<file path="config.mk">
export PLATFORM = sky130hd
export DESIGN_NAME = rgb_pulse_color_classifier_unit_flat
export DESIGN_NICKNAME = d
export VERILOG_FILES = /design/src/rtl/rgb_pcc_pkg.sv /design/src/rtl/rgb_pcc_if.sv /design/src/rtl/rgb_pulse_color_classifier_unit.sv /design/src/flat_wrapper.sv
export SDC_FILE = /design/constraint.sdc
export NUM_CORES = 2
export LEC_CHECK = 0
export ABC_AREA = 0
export CAP_MARGIN = 10
export CORE_MARGIN = 10
export CORE_UTILIZATION = 40
export DETAILED_ROUTE_END_ITERATION = 12
export DONT_BUFFER_PORTS = 1
export PLACE_DENSITY = 0.51
export SYNTH_ARGS = -nofsm -noshare
export SYNTH_HDL_FRONTEND = slang
export SYNTH_SLANG_ARGS = --single-unit
</file>
<file path="constraint.sdc">
create_clock -name clk -period 5.9 [get_ports clk]
set_input_delay 0.59 -clock clk [delete_from_list [all_inputs] [get_ports clk]]
set_output_delay 0.59 -clock clk [all_outputs]
set_load 0.03 [all_outputs]
</file>
<file path="src/rtl/rgb_pcc_pkg.sv">
`timescale 1ns / 1ps
// Shared constants, codes and types of the RGB pulse color classifier.
package rgb_pcc_pkg;

  localparam int NUM_CHANNELS   = 4;
  localparam int NUM_CAL        = 3;
  localparam int CH_W           = 2;
  localparam int PULSE_BITS_DEF = 16;
  localparam int CAL_W          = 16;
  localparam int SPREAD_W       = 8;
  localparam int CFG_IDX_W      = 4;
  localparam int CFG_DATA_W     = 16;
  localparam int LEVEL_W        = 25;
  localparam int RAW_MIN_W      = 15;
  localparam int RAW_MAX_W      = 17;
  localparam int CLASS_W        = 3;

  // level = 255 - (w - low) * 255 / (high - low); 255 = 2^SCALE_SH - 1
  localparam int SCALE_SH   = 8;
  localparam int FULL_SCALE = 255;
  localparam int MEAN_DIV   = 3;
  localparam int MIN_RST    = 32767;
  localparam int MAX_RST    = -32768;

  localparam logic [CH_W-1:0] CH_RED   = 2'd0;
  localparam logic [CH_W-1:0] CH_GREEN = 2'd1;
  localparam logic [CH_W-1:0] CH_BLUE  = 2'd2;
  localparam logic [CH_W-1:0] CH_CLEAR = 2'd3;

  localparam logic [CAL_W-1:0]    RED_LO_RST   = 16'd1;
  localparam logic [CAL_W-1:0]    RED_HI_RST   = 16'd111;
  localparam logic [CAL_W-1:0]    GREEN_LO_RST = 16'd2;
  localparam logic [CAL_W-1:0]    GREEN_HI_RST = 16'd125;
  localparam logic [CAL_W-1:0]    BLUE_LO_RST  = 16'd1;
  localparam logic [CAL_W-1:0]    BLUE_HI_RST  = 16'd101;
  localparam logic [SPREAD_W-1:0] SPREAD_RST   = 8'd8;
  localparam logic [CAL_W-1:0]    WHITE_RST    = 16'd660;
  localparam logic [CAL_W-1:0]    CLEAR_LO     = 16'd0;
  localparam logic [CAL_W-1:0]    CLEAR_HI     = 16'd255;

  typedef enum logic [CFG_IDX_W-1:0] {
    REG_RED_LO   = 4'd0,
    REG_RED_HI   = 4'd1,
    REG_GREEN_LO = 4'd2,
    REG_GREEN_HI = 4'd3,
    REG_BLUE_LO  = 4'd4,
    REG_BLUE_HI  = 4'd5,
    REG_GRAY     = 4'd6,
    REG_WHITE    = 4'd7
  } reg_idx_t;

  typedef enum logic [CLASS_W-1:0] {
    CLS_RED       = 3'd0,
    CLS_GREEN     = 3'd1,
    CLS_BLUE      = 3'd2,
    CLS_BLACK     = 3'd3,
    CLS_WHITE     = 3'd4,
    CLS_UNDEF     = 3'd5,
    CLS_UNDECIDED = 3'd6
  } color_class_t;

  typedef enum logic [3:0] {
    ST_IDLE,
    ST_PREP,
    ST_LOAD,
    ST_DIV_MAP,
    ST_LEVEL,
    ST_SUM,
    ST_GRAY,
    ST_DIV_MEAN,
    ST_MEAN,
    ST_DIST,
    ST_DECIDE
  } state_t;

endpackage

</file>
<file path="src/rtl/rgb_pcc_if.sv">
`timescale 1ns / 1ps
// Valid/ready channel interfaces: sample input, result output, register write.
interface rgb_pcc_in_if import rgb_pcc_pkg::*; #(
  parameter int PULSE_BITS = PULSE_BITS_DEF
) ();
  logic                  valid;
  logic                  ready;
  logic [CH_W-1:0]       channel;
  logic [PULSE_BITS-1:0] pulse_width;

  modport source (output valid, channel, pulse_width, input ready);
  modport sink   (input valid, channel, pulse_width, output ready);
endinterface

interface rgb_pcc_out_if import rgb_pcc_pkg::*; ();
  logic                        valid;
  logic                        ready;
  logic signed [LEVEL_W-1:0]   mapped_level;
  logic        [RAW_MIN_W-1:0] raw_minimum;
  logic signed [RAW_MAX_W-1:0] raw_maximum;
  logic        [CLASS_W-1:0]   color_class;

  modport source (output valid, mapped_level, raw_minimum, raw_maximum, color_class,
                  input ready);
  modport sink   (input valid, mapped_level, raw_minimum, raw_maximum, color_class,
                  output ready);
endinterface

interface rgb_pcc_cfg_if import rgb_pcc_pkg::*; ();
  logic                  valid;
  logic                  ready;
  logic [CFG_IDX_W-1:0]  index;
  logic [CFG_DATA_W-1:0] data;

  modport source (output valid, index, data, input ready);
  modport sink   (input valid, index, data, output ready);
endinterface

</file>
<file path="src/rtl/rgb_pulse_color_classifier_unit.sv">
`timescale 1ns / 1ps
// RGB pulse color classifier: per-channel min/max, inverse level mapping, color class.
//
// in_ch carries one beat per sensor reading (channel, raw low-pulse width).
// out_ch returns one beat per reading: mapped level, channel min/max, color class.
// cfg_ch writes calibration and threshold registers and is always ready; the user
// must write it only while the block is idle, which the block does not enforce.
// One reading is processed at a time: in_ch.ready is high only when idle.
// Writes to unknown indexes are dropped. A reading passes through PREP, LOAD,
// the level division, LEVEL, SUM and GRAY; a non-gray reading then runs the mean
// division, MEAN and DIST before DECIDE. The divider is radix-2 restoring, one
// quotient bit per cycle, shared by the level division and the mean divide-by-3.
// Results sit in an output register; the block takes the next reading while a
// result waits, and holds a finished result until the output register is free.
// Synchronous active-low reset restores register defaults, clears stored
// levels, sets minima to 32767 and maxima to -32768, and drops any result.
module rgb_pulse_color_classifier_unit import rgb_pcc_pkg::*; #(
  parameter int PULSE_BITS = PULSE_BITS_DEF
) (
  input  logic         clk,
  input  logic         rst_n,
  rgb_pcc_in_if.sink   in_ch,
  rgb_pcc_out_if.source out_ch,
  rgb_pcc_cfg_if.sink  cfg_ch
);

  localparam int W_EXT  = (PULSE_BITS > CAL_W) ? PULSE_BITS : CAL_W;
  localparam int D_W    = W_EXT + 1;
  localparam int MAG_W  = W_EXT + SCALE_SH;
  localparam int LVL_W  = MAG_W + 2;
  localparam int SUM_W  = LVL_W + 2;
  localparam int DIV_W  = MAG_W + 3;
  localparam int DEN_W  = CAL_W;
  localparam int CNT_W  = $clog2(DIV_W);
  localparam int DIST_W = SUM_W + 1;
  localparam int MAX_W  = W_EXT + 1;
  localparam logic signed [LVL_W-1:0] LVL_FULL = LVL_W'(FULL_SCALE);

  state_t state_r, state_nxt;

  logic [CAL_W-1:0]    cal_lo_r [NUM_CAL];
  logic [CAL_W-1:0]    cal_hi_r [NUM_CAL];
  logic [SPREAD_W-1:0] spread_r;
  logic [CAL_W-1:0]    thr_white_r;

  logic signed [LVL_W-1:0] lvl_r [NUM_CHANNELS];
  logic [RAW_MIN_W-1:0]    min_r [NUM_CHANNELS];
  logic signed [MAX_W-1:0] max_r [NUM_CHANNELS];

  logic [CH_W-1:0]       ch_r;
  logic [PULSE_BITS-1:0] w_r;
  logic signed [D_W-1:0] d_r;
  logic signed [CAL_W:0] run_r;
  logic                  neg_r;
  logic                  zero_run_r;

  logic [DIV_W-1:0] div_num_r;
  logic [DEN_W-1:0] div_rem_r;
  logic [DEN_W-1:0] div_den_r;
  logic [CNT_W-1:0] div_cnt_r;

  logic signed [SUM_W-1:0] sum_r;
  logic signed [LVL_W:0]   dif_rg_r, dif_rb_r, dif_gb_r;
  logic                    gray_r, bright_r;
  logic signed [SUM_W-1:0] mean_r;
  logic [DIST_W-1:0]       dist_red_r, dist_green_r, dist_blue_r;

  logic                        out_valid_r;
  logic signed [LEVEL_W-1:0]   out_level_r;
  logic        [RAW_MIN_W-1:0] out_min_r;
  logic signed [RAW_MAX_W-1:0] out_max_r;
  color_class_t                out_class_r;

  logic         in_ready;
  logic         in_take;
  logic         out_load;
  logic         div_step;
  logic         div_last;
  logic         gray_c;
  color_class_t cls_c;

  logic [CH_W-1:0]  ch_in;
  logic [W_EXT-1:0] w_ext;
  logic             w_lt_min, w_gt_max;

  logic [CAL_W-1:0]        sel_lo, sel_hi;
  logic signed [D_W-1:0]   d_c;
  logic signed [CAL_W:0]   run_c;
  logic signed [D_W-1:0]   d_abs_full;
  logic [W_EXT-1:0]        d_abs;
  logic [MAG_W-1:0]        mag_c;
  logic signed [CAL_W:0]   run_abs_full;
  logic [DEN_W:0]          div_shift;
  logic [DEN_W+1:0]        div_trial;
  logic                    div_take;
  logic signed [LVL_W-1:0] quo_lvl, lvl_new;
  logic signed [LVL_W-1:0] lv_red, lv_green, lv_blue;
  logic [LVL_W:0]          adif_rg, adif_rb, adif_gb;
  logic [LVL_W:0]          spread_ext;
  logic signed [SUM_W-1:0] sum_abs_full;
  logic signed [SUM_W-1:0] quo_mean;
  logic signed [DIST_W-1:0] dm_red, dm_green, dm_blue;

  assign lv_red   = lvl_r[CH_RED];
  assign lv_green = lvl_r[CH_GREEN];
  assign lv_blue  = lvl_r[CH_BLUE];

  // input side: min/max compare at acceptance
  assign ch_in    = in_ch.channel;
  assign w_ext    = W_EXT'(in_ch.pulse_width);
  assign w_lt_min = w_ext < W_EXT'(min_r[ch_in]);
  assign w_gt_max = signed'(MAX_W'(w_ext)) > max_r[ch_in];

  always_comb begin
    unique case (ch_r)
      CH_RED: begin
        sel_lo = cal_lo_r[CH_RED];
        sel_hi = cal_hi_r[CH_RED];
      end
      CH_GREEN: begin
        sel_lo = cal_lo_r[CH_GREEN];
        sel_hi = cal_hi_r[CH_GREEN];
      end
      CH_BLUE: begin
        sel_lo = cal_lo_r[CH_BLUE];
        sel_hi = cal_hi_r[CH_BLUE];
      end
      CH_CLEAR: begin
        sel_lo = CLEAR_LO;
        sel_hi = CLEAR_HI;
      end
    endcase
  end

  // level mapping operands
  always_comb begin
    d_c          = signed'(D_W'(w_r)) - signed'(D_W'(sel_lo));
    run_c        = signed'({1'b0, sel_hi}) - signed'({1'b0, sel_lo});
    d_abs_full   = d_r[D_W-1] ? -d_r : d_r;
    d_abs        = d_abs_full[W_EXT-1:0];
    mag_c        = {d_abs, {SCALE_SH{1'b0}}} - MAG_W'(d_abs);
    run_abs_full = run_r[CAL_W] ? -run_r : run_r;
  end

  // restoring divider, one quotient bit per cycle
  always_comb begin
    div_shift = {div_rem_r, div_num_r[DIV_W-1]};
    div_trial = {1'b0, div_shift} - {2'b00, div_den_r};
    div_take  = !div_trial[DEN_W+1];
  end

  always_comb begin
    quo_lvl  = signed'(LVL_W'(div_num_r[MAG_W-1:0]));
    lvl_new  = zero_run_r ? LVL_FULL : ((neg_r ? -quo_lvl : quo_lvl) + LVL_FULL);
    quo_mean = signed'(SUM_W'(div_num_r));
  end

  always_comb begin
    adif_rg      = dif_rg_r[LVL_W] ? unsigned'(-dif_rg_r) : unsigned'(dif_rg_r);
    adif_rb      = dif_rb_r[LVL_W] ? unsigned'(-dif_rb_r) : unsigned'(dif_rb_r);
    adif_gb      = dif_gb_r[LVL_W] ? unsigned'(-dif_gb_r) : unsigned'(dif_gb_r);
    spread_ext   = (LVL_W+1)'(spread_r);
    gray_c       = (adif_rg < spread_ext) && (adif_rb < spread_ext) && (adif_gb < spread_ext);
    sum_abs_full = sum_r[SUM_W-1] ? -sum_r : sum_r;
    dm_red       = DIST_W'(mean_r) - DIST_W'(lv_red);
    dm_green     = DIST_W'(mean_r) - DIST_W'(lv_green);
    dm_blue      = DIST_W'(mean_r) - DIST_W'(lv_blue);
  end

  always_comb begin
    priority if (gray_r) begin
      cls_c = bright_r ? CLS_WHITE : CLS_BLACK;
    end else if (dist_red_r > dist_green_r && dist_red_r > dist_blue_r) begin
      cls_c = (lv_red < lv_green || lv_red < lv_blue) ? CLS_UNDEF : CLS_RED;
    end else if (dist_green_r > dist_red_r && dist_green_r > dist_blue_r) begin
      cls_c = (lv_green < lv_red || lv_green < lv_blue) ? CLS_UNDEF : CLS_GREEN;
    end else if (dist_blue_r > dist_red_r && dist_blue_r > dist_green_r) begin
      cls_c = (lv_blue < lv_red || lv_blue < lv_green) ? CLS_UNDEF : CLS_BLUE;
    end else begin
      cls_c = CLS_UNDECIDED;
    end
  end

  // next state
  always_comb begin
    state_nxt = state_r;
    unique case (state_r)
      ST_IDLE:     if (in_ch.valid) state_nxt = ST_PREP;
      ST_PREP:     state_nxt = ST_LOAD;
      ST_LOAD:     state_nxt = ST_DIV_MAP;
      ST_DIV_MAP:  if (div_last) state_nxt = ST_LEVEL;
      ST_LEVEL:    state_nxt = ST_SUM;
      ST_SUM:      state_nxt = ST_GRAY;
      ST_GRAY:     state_nxt = gray_c ? ST_DECIDE : ST_DIV_MEAN;
      ST_DIV_MEAN: if (div_last) state_nxt = ST_MEAN;
      ST_MEAN:     state_nxt = ST_DIST;
      ST_DIST:     state_nxt = ST_DECIDE;
      ST_DECIDE:   if (out_load) state_nxt = ST_IDLE;
      default:     state_nxt = ST_IDLE;
    endcase
  end

  // control outputs
  always_comb begin
    in_ready = (state_r == ST_IDLE);
    in_take  = in_ready && in_ch.valid;
    out_load = (state_r == ST_DECIDE) && (!out_valid_r || out_ch.ready);
    div_step = (state_r == ST_DIV_MAP) || (state_r == ST_DIV_MEAN);
    div_last = (div_cnt_r == '0);
  end

  always_ff @(posedge clk) begin
    if (!rst_n) begin
      state_r              <= ST_IDLE;
      out_valid_r          <= 1'b0;
      cal_lo_r[CH_RED]     <= RED_LO_RST;
      cal_hi_r[CH_RED]     <= RED_HI_RST;
      cal_lo_r[CH_GREEN]   <= GREEN_LO_RST;
      cal_hi_r[CH_GREEN]   <= GREEN_HI_RST;
      cal_lo_r[CH_BLUE]    <= BLUE_LO_RST;
      cal_hi_r[CH_BLUE]    <= BLUE_HI_RST;
      spread_r             <= SPREAD_RST;
      thr_white_r          <= WHITE_RST;
      for (int i = 0; i < NUM_CHANNELS; i++) begin
        lvl_r[i] <= '0;
        min_r[i] <= RAW_MIN_W'(MIN_RST);
        max_r[i] <= MAX_W'(MAX_RST);
      end
    end else begin
      state_r <= state_nxt;

      if (out_load) begin
        out_valid_r <= 1'b1;
      end else if (out_ch.ready) begin
        out_valid_r <= 1'b0;
      end

      if (cfg_ch.valid) begin
        unique case (cfg_ch.index)
          REG_RED_LO:   cal_lo_r[CH_RED]   <= cfg_ch.data;
          REG_RED_HI:   cal_hi_r[CH_RED]   <= cfg_ch.data;
          REG_GREEN_LO: cal_lo_r[CH_GREEN] <= cfg_ch.data;
          REG_GREEN_HI: cal_hi_r[CH_GREEN] <= cfg_ch.data;
          REG_BLUE_LO:  cal_lo_r[CH_BLUE]  <= cfg_ch.data;
          REG_BLUE_HI:  cal_hi_r[CH_BLUE]  <= cfg_ch.data;
          REG_GRAY:     spread_r           <= cfg_ch.data[SPREAD_W-1:0];
          REG_WHITE:    thr_white_r        <= cfg_ch.data;
          default: ;
        endcase
      end

      if (in_take) begin
        if (w_lt_min) begin
          min_r[ch_in] <= w_ext[RAW_MIN_W-1:0];
        end else if (w_gt_max) begin
          max_r[ch_in] <= signed'(MAX_W'(w_ext));
        end
      end

      if (state_r == ST_LEVEL) begin
        lvl_r[ch_r] <= lvl_new;
      end
    end
  end

  // datapath
  always_ff @(posedge clk) begin
    if (in_take) begin
      ch_r <= ch_in;
      w_r  <= in_ch.pulse_width;
    end

    unique case (state_r)
      ST_PREP: begin
        d_r   <= d_c;
        run_r <= run_c;
      end
      ST_LOAD: begin
        div_num_r  <= DIV_W'(mag_c);
        div_den_r  <= run_abs_full[DEN_W-1:0];
        div_rem_r  <= '0;
        div_cnt_r  <= CNT_W'(DIV_W - 1);
        neg_r      <= (!d_r[D_W-1] && (d_r != '0)) ^ run_r[CAL_W];
        zero_run_r <= (run_r == '0);
      end
      ST_DIV_MAP, ST_DIV_MEAN: begin
        div_num_r <= {div_num_r[DIV_W-2:0], div_take};
        div_rem_r <= div_take ? div_trial[DEN_W-1:0] : div_shift[DEN_W-1:0];
        div_cnt_r <= div_cnt_r - 1'b1;
      end
      ST_SUM: begin
        sum_r    <= SUM_W'(lv_red) + SUM_W'(lv_green) + SUM_W'(lv_blue);
        dif_rg_r <= (LVL_W+1)'(lv_red) - (LVL_W+1)'(lv_green);
        dif_rb_r <= (LVL_W+1)'(lv_red) - (LVL_W+1)'(lv_blue);
        dif_gb_r <= (LVL_W+1)'(lv_green) - (LVL_W+1)'(lv_blue);
      end
      ST_GRAY: begin
        gray_r    <= gray_c;
        bright_r  <= sum_r > signed'(SUM_W'(thr_white_r));
        div_num_r <= sum_abs_full[DIV_W-1:0];
        div_den_r <= DEN_W'(MEAN_DIV);
        div_rem_r <= '0;
        div_cnt_r <= CNT_W'(DIV_W - 1);
        neg_r     <= sum_r[SUM_W-1];
      end
      ST_MEAN: begin
        mean_r <= neg_r ? -quo_mean : quo_mean;
      end
      ST_DIST: begin
        dist_red_r   <= dm_red[DIST_W-1]   ? unsigned'(-dm_red)   : unsigned'(dm_red);
        dist_green_r <= dm_green[DIST_W-1] ? unsigned'(-dm_green) : unsigned'(dm_green);
        dist_blue_r  <= dm_blue[DIST_W-1]  ? unsigned'(-dm_blue)  : unsigned'(dm_blue);
      end
      default: ;
    endcase

    if (out_load) begin
      out_level_r <= lvl_r[ch_r][LEVEL_W-1:0];
      out_min_r   <= min_r[ch_r];
      out_max_r   <= max_r[ch_r][RAW_MAX_W-1:0];
      out_class_r <= cls_c;
    end
  end

  assign in_ch.ready         = in_ready;
  assign cfg_ch.ready        = 1'b1;
  assign out_ch.valid        = out_valid_r;
  assign out_ch.mapped_level = out_level_r;
  assign out_ch.raw_minimum  = out_min_r;
  assign out_ch.raw_maximum  = out_max_r;
  assign out_ch.color_class  = out_class_r;

endmodule

</file>
<file path="src/flat_wrapper.sv">
// flat-port wrapper written by rule: the top's interface ports become plain ports
module rgb_pulse_color_classifier_unit_flat import rgb_pcc_pkg::*;
#(
  parameter int PULSE_BITS = PULSE_BITS_DEF
)
  (clk, rst_n, in_ch_valid, in_ch_channel, in_ch_pulse_width, in_ch_ready, out_ch_valid, out_ch_mapped_level, out_ch_raw_minimum, out_ch_raw_maximum, out_ch_color_class, out_ch_ready, cfg_ch_valid, cfg_ch_index, cfg_ch_data, cfg_ch_ready);
  rgb_pcc_in_if #(.PULSE_BITS(PULSE_BITS)) in_ch_i ();
  rgb_pcc_out_if out_ch_i ();
  rgb_pcc_cfg_if cfg_ch_i ();
  input  logic clk;
  input  logic rst_n;
  input wire logic [$bits(in_ch_i.valid)-1:0] in_ch_valid;
  input wire logic [$bits(in_ch_i.channel)-1:0] in_ch_channel;
  input wire logic [$bits(in_ch_i.pulse_width)-1:0] in_ch_pulse_width;
  output wire logic [$bits(in_ch_i.ready)-1:0] in_ch_ready;
  output wire logic [$bits(out_ch_i.valid)-1:0] out_ch_valid;
  output wire logic [$bits(out_ch_i.mapped_level)-1:0] out_ch_mapped_level;
  output wire logic [$bits(out_ch_i.raw_minimum)-1:0] out_ch_raw_minimum;
  output wire logic [$bits(out_ch_i.raw_maximum)-1:0] out_ch_raw_maximum;
  output wire logic [$bits(out_ch_i.color_class)-1:0] out_ch_color_class;
  input wire logic [$bits(out_ch_i.ready)-1:0] out_ch_ready;
  input wire logic [$bits(cfg_ch_i.valid)-1:0] cfg_ch_valid;
  input wire logic [$bits(cfg_ch_i.index)-1:0] cfg_ch_index;
  input wire logic [$bits(cfg_ch_i.data)-1:0] cfg_ch_data;
  output wire logic [$bits(cfg_ch_i.ready)-1:0] cfg_ch_ready;
  assign in_ch_i.valid = in_ch_valid;
  assign in_ch_i.channel = in_ch_channel;
  assign in_ch_i.pulse_width = in_ch_pulse_width;
  assign in_ch_ready = in_ch_i.ready;
  assign out_ch_valid = out_ch_i.valid;
  assign out_ch_mapped_level = out_ch_i.mapped_level;
  assign out_ch_raw_minimum = out_ch_i.raw_minimum;
  assign out_ch_raw_maximum = out_ch_i.raw_maximum;
  assign out_ch_color_class = out_ch_i.color_class;
  assign out_ch_i.ready = out_ch_ready;
  assign cfg_ch_i.valid = cfg_ch_valid;
  assign cfg_ch_i.index = cfg_ch_index;
  assign cfg_ch_i.data = cfg_ch_data;
  assign cfg_ch_ready = cfg_ch_i.ready;
  rgb_pulse_color_classifier_unit #(.PULSE_BITS(PULSE_BITS)) u_core (.clk(clk), .rst_n(rst_n), .in_ch(in_ch_i), .out_ch(out_ch_i), .cfg_ch(cfg_ch_i));
endmodule
</file>
==> impl_results.md <==
* Largest net degree at the start of global routing at just under 70
* WL per Instance at roughly 25 um
* Pre-CTS setup slack at 0.9583 ns
* EDFF count, synth at about 730
* Pwr Density at 344.4 nW/um^2
* Maximum fanout along the worst path at 5
* Critical path's top delay family: compound AO/OA/AOI/OAI gates
* Worst-case clock buffer depth at 3
* DPL Wire Length at roughly 130,000 um
* Sequential area share after synthesis at roughly 44%
* Mapped Cells at 4,879
* # fillers at 11,975
* Number of CTS-inserted buffers at roughly 90
* Core area at about 130,000 um^2
* Setup violations, final at 0
* Post-synthesis adder-cell area fraction at between 10% and 20%
* DRT Pass-1 Iters at 5
* Worst hold path type: in -> reg
* Top FF cell, synth: edfxtp_1
* Synth async-reset ratio at 0%
* Number of vias per cell at ~5.7
* TritonCTS clock tree: yes
* Rel. slew slack at 28.01%
* Unrepaired setup endpoints after global routing: no
* Mean area per synthesized cell at 10.54 um^2
* Setup TNS at 0 ns
* Mapped cell area at a little over 50,000 um^2
* Vias in the first global route at ~37,000
* Die H at 378.5 um
* Final hold viol count at 0
* Starting density of the core at between 40% and 50%
* Remaining antenna violation count at 0
* CP Capture Type: register
* GP Congestion at around 0.94
* IO Count at around 110
* Cells resized by post-CTS repair at 0
* CP Launch Type: register
* Layout area overhead at 10.81%
* Min cycle time layout at 4.940 ns
* #FFs+latches synth at 760
* Max-cap viol count at 0
* GR peak layer: met2
* Post-Synth Simple-Gate Area at between 10% and 20%
* Max Freq at approximately 200 MHz
* Final worst slack at ~0.96 ns
* GR Util met2 at between 30% and 40%
* Yosys cell types at just under 100
* Cells after DPL at ~6,500
* Crit-path cells: inv_1 > fa_1 > a211oi_1 > o21ai_0 > a31oi_1 > a31oi_1 > xnor2_1 > o2111a_1 > nor4bb_1 > nand4b_1 > nor4_1 > a21oi_1 > xor2_1
* Synthesized net count at about 5,400
* Max stage delay on crit path at roughly 0.53 ns
* Most used cell, CP: a31oi_1
* 1st-iter DRT viols at around 3,000
* Multiplexer area fraction after synthesis at between 5 and 6%
* Util after Layout at between 40% and 50%
* Clk Latency, worst-skew pair at between 0.7 and 0.8 ns
* H-tree lvl count at 3
* Die Span X at 378.5 um
* Met1 GRT Util at about 29%
* Commonest non-fill, non-tap cell in the layout: edfxtp_1
* Critical Path AT at ~5.4 ns
* Routed WL at approximately 170,000 um
* Post-synthesis xor/xnor area fraction at under 10%
* Buf/Inv on CP at 1
* Compound-cell area share of the yosys netlist at 13.63%
* Row count at 131
* Multi-input gate area at around 27,000 um^2
* DRC at 0
* Root Buffer: clkbuf_16
* Fraction of layout cells with a size suffix above 1 at between 8 and 9%
* Port-buffer cells at 0
* Largest family of logic cells by synthesized area: simple AND/OR/NAND/NOR gates
* # nets final at roughly 5,400
* DR vias at 38,003
* CTS sink cnt at between 700 and 800
* Syn. warnings at 0
* Period utilisation layout at about 84%
* Max-slew violations at 0
* Leakage power at about 22 nW
* Clk_skew at between 0.04 and 0.05 ns
* Clk pin slew, worst setup/hold paths at around 0.060 ns
* Sequential cell area at roughly 23,000 um^2
* Gr usage total at 22.66%
* Data required, critical path at about 6.3 ns
* Initial antenna violation count at 9
* Slew of the pin with the lowest slew margin at 1.080 ns
* Peak supply drop at 0.2350 mV
* Kind of critical path: reg -> reg
* Die ar. at roughly 140,000 um^2
* Most frequent cells in the layout: edfxtp_1 (731), ha_1 (412), nor2_1 (408), inv_1 (364), nand2_1 (306)
* Status: finished, final reports clean
* GR Util met3 at around 3.2%
* Global-route wire length before repair at 243,000 um
* CP max stage cell: nor4_1
* Post-Layout Cell Count at ~6,700
* Total gr overflow at 0
[worst register-to-register path, stage by stage (launching register included)]
cell and delay [ns]:
edfxtp_1 0.48, inv_1 0.20, fa_1 0.49, a211oi_1 0.46, o21ai_0 0.22, a31oi_1 0.50, a31oi_1 0.18, xnor2_1 0.30
o2111a_1 0.31, nor4bb_1 0.47, nand4b_1 0.20, nor4_1 0.53, a21oi_1 0.16, xor2_1 0.16
[repair_timing]
item / 4_1_cts / 5_1_grt
buffers inserted: 0 / 0
hold buffers: 36 / 0
setup endpoints to repair: 0 / 0
endpoints found under the hold margin: 43 / 0
[report_power, final]
group / switching, W / leakage [nW] / internal [W] / total [W]
Sequential: 0.000598 / 7.01 / 0.00689 / 0.00749
Combinational: 0.00378 / 13.2 / 0.00246 / 0.00624
Clock: 0.00246 / 1.49 / 0.00343 / 0.00589
Total: 0.00684 / 21.7 / 0.0128 / 0.0196
[kinds of logic after synthesis]
family / Yosys count
muxes: 158
adders and majority gates: 448
DFF: 760
buffers and inverters: 522
and+or+nand+nor: 1514
other: 1
AOI/OAI and AO/OA: 1067
xor gates and xnor gates: 409
[synthesized netlist by cell type, types with 13 or more instances]
cell	number	share of area (%)
fa_1	36	1.4
a22oi_1	13	0.19
o211ai_1	30	0.44
o41ai_1	22	0.37
edfxtp_1	731	43
mux4_2	89	3.9
o21ai_0	233	2.3
a211oi_1	26	0.38
xor2_1	145	2.5
dfxtp_1	29	1.1
clkbuf_1	134	0.98
or2_2	63	0.77
o21a_1	54	0.79
a21boi_0	28	0.41
and2_1	60	0.73
a21o_1	101	1.5
or4_1	19	0.28
nand4_1	67	0.82
buf_1	20	0.15
and3_1	79	0.96
a31oi_1	43	0.52
nor2_1	410	3.0
xnor2_1	264	4.5
nor3_1	95	0.92
o21bai_1	30	0.44
or3_1	61	0.74
nand2b_1	75	0.91
ha_1	412	10
o31ai_1	61	0.89
nor4_1	30	0.37
nor2b_1	77	0.94
nand3_1	92	0.90
mux2i_1	57	1.1
nand2_1	306	2.2
inv_1	364	2.7
a21oi_1	261	2.5
[routing by layer]
| metal | vias to the layer above | share of wire (%) |
|---|---|---|
| met1 | 18612 | 42 |
| met5 | - | 0.014 |
| met2 | 1005 | 49 |
| li1 | 18160 | - |
| met4 | 4 | 3.5 |
| met3 | 222 | 5.0 |
[path summary, 6_finish.rpt]
path	start	end	slack, ns	cells past startpoint
max reg2reg	u_core.lvl_r[1][1]	u_core.dist_green_r[26]	0.96	13
min reg2reg	u_core.thr_white_r[8]	u_core.thr_white_r[8]	0.46	2
min	cfg_ch_data[1]	u_core.cal_hi_r[0][1]	0.05	1
max	u_core.lvl_r[1][1]	u_core.dist_green_r[26]	0.96	13
[sequential cells by signal, summed over array words and instances, names as in the netlist, 17 cells and up]
signal / flops
u_core.lvl_r: 103
u_core.max_r: 68
u_core.min_r: 60
u_core.cal_hi_r: 48
u_core.cal_lo_r: 48
u_core.dist_blue_r: 29
u_core.dist_green_r: 29
u_core.dist_red_r: 29
u_core.mean_r: 28
u_core.sum_r: 28
u_core.dif_gb_r: 27
u_core.dif_rb_r: 27
u_core.dif_rg_r: 27
u_core.div_num_r: 27
u_core.out_ch.mapped_level: 25
u_core.d_r: 17
u_core.out_ch.raw_maximum: 17
u_core.run_r: 17
[metrics by stage]
stage / hold slack (ns) / total power (W) / area [um^2]
2_1_floorplan: 0.4244 / 0.01190 / 51410
3_3_place_gp: 0.4442 / 0.01375 / 53490
3_5_place_dp: 0.4503 / 0.01377 / 53490
4_1_cts: 0.003437 / 0.01974 / 56950
5_1_grt: 0.01872 / 0.02069 / 56960
6_report: 0.04792 / 0.01962 / 56970
[final cells by class]
| type | count | share of cell area [%] |
|---|---|---|
| clock inverters | 58 | 1.261 |
| repair buffers | 107 | 1.575 |
| diodes | 2 | 0.008785 |
| multi-input cells | 3597 | 47.37 |
| clock buffers | 112 | 4.188 |
| flip-flops and latches | 760 | 39.55 |
| inverters | 364 | 2.398 |
| well taps | 1662 | 3.650 |
No activity file was read; power rests on OpenSTA's default activity.
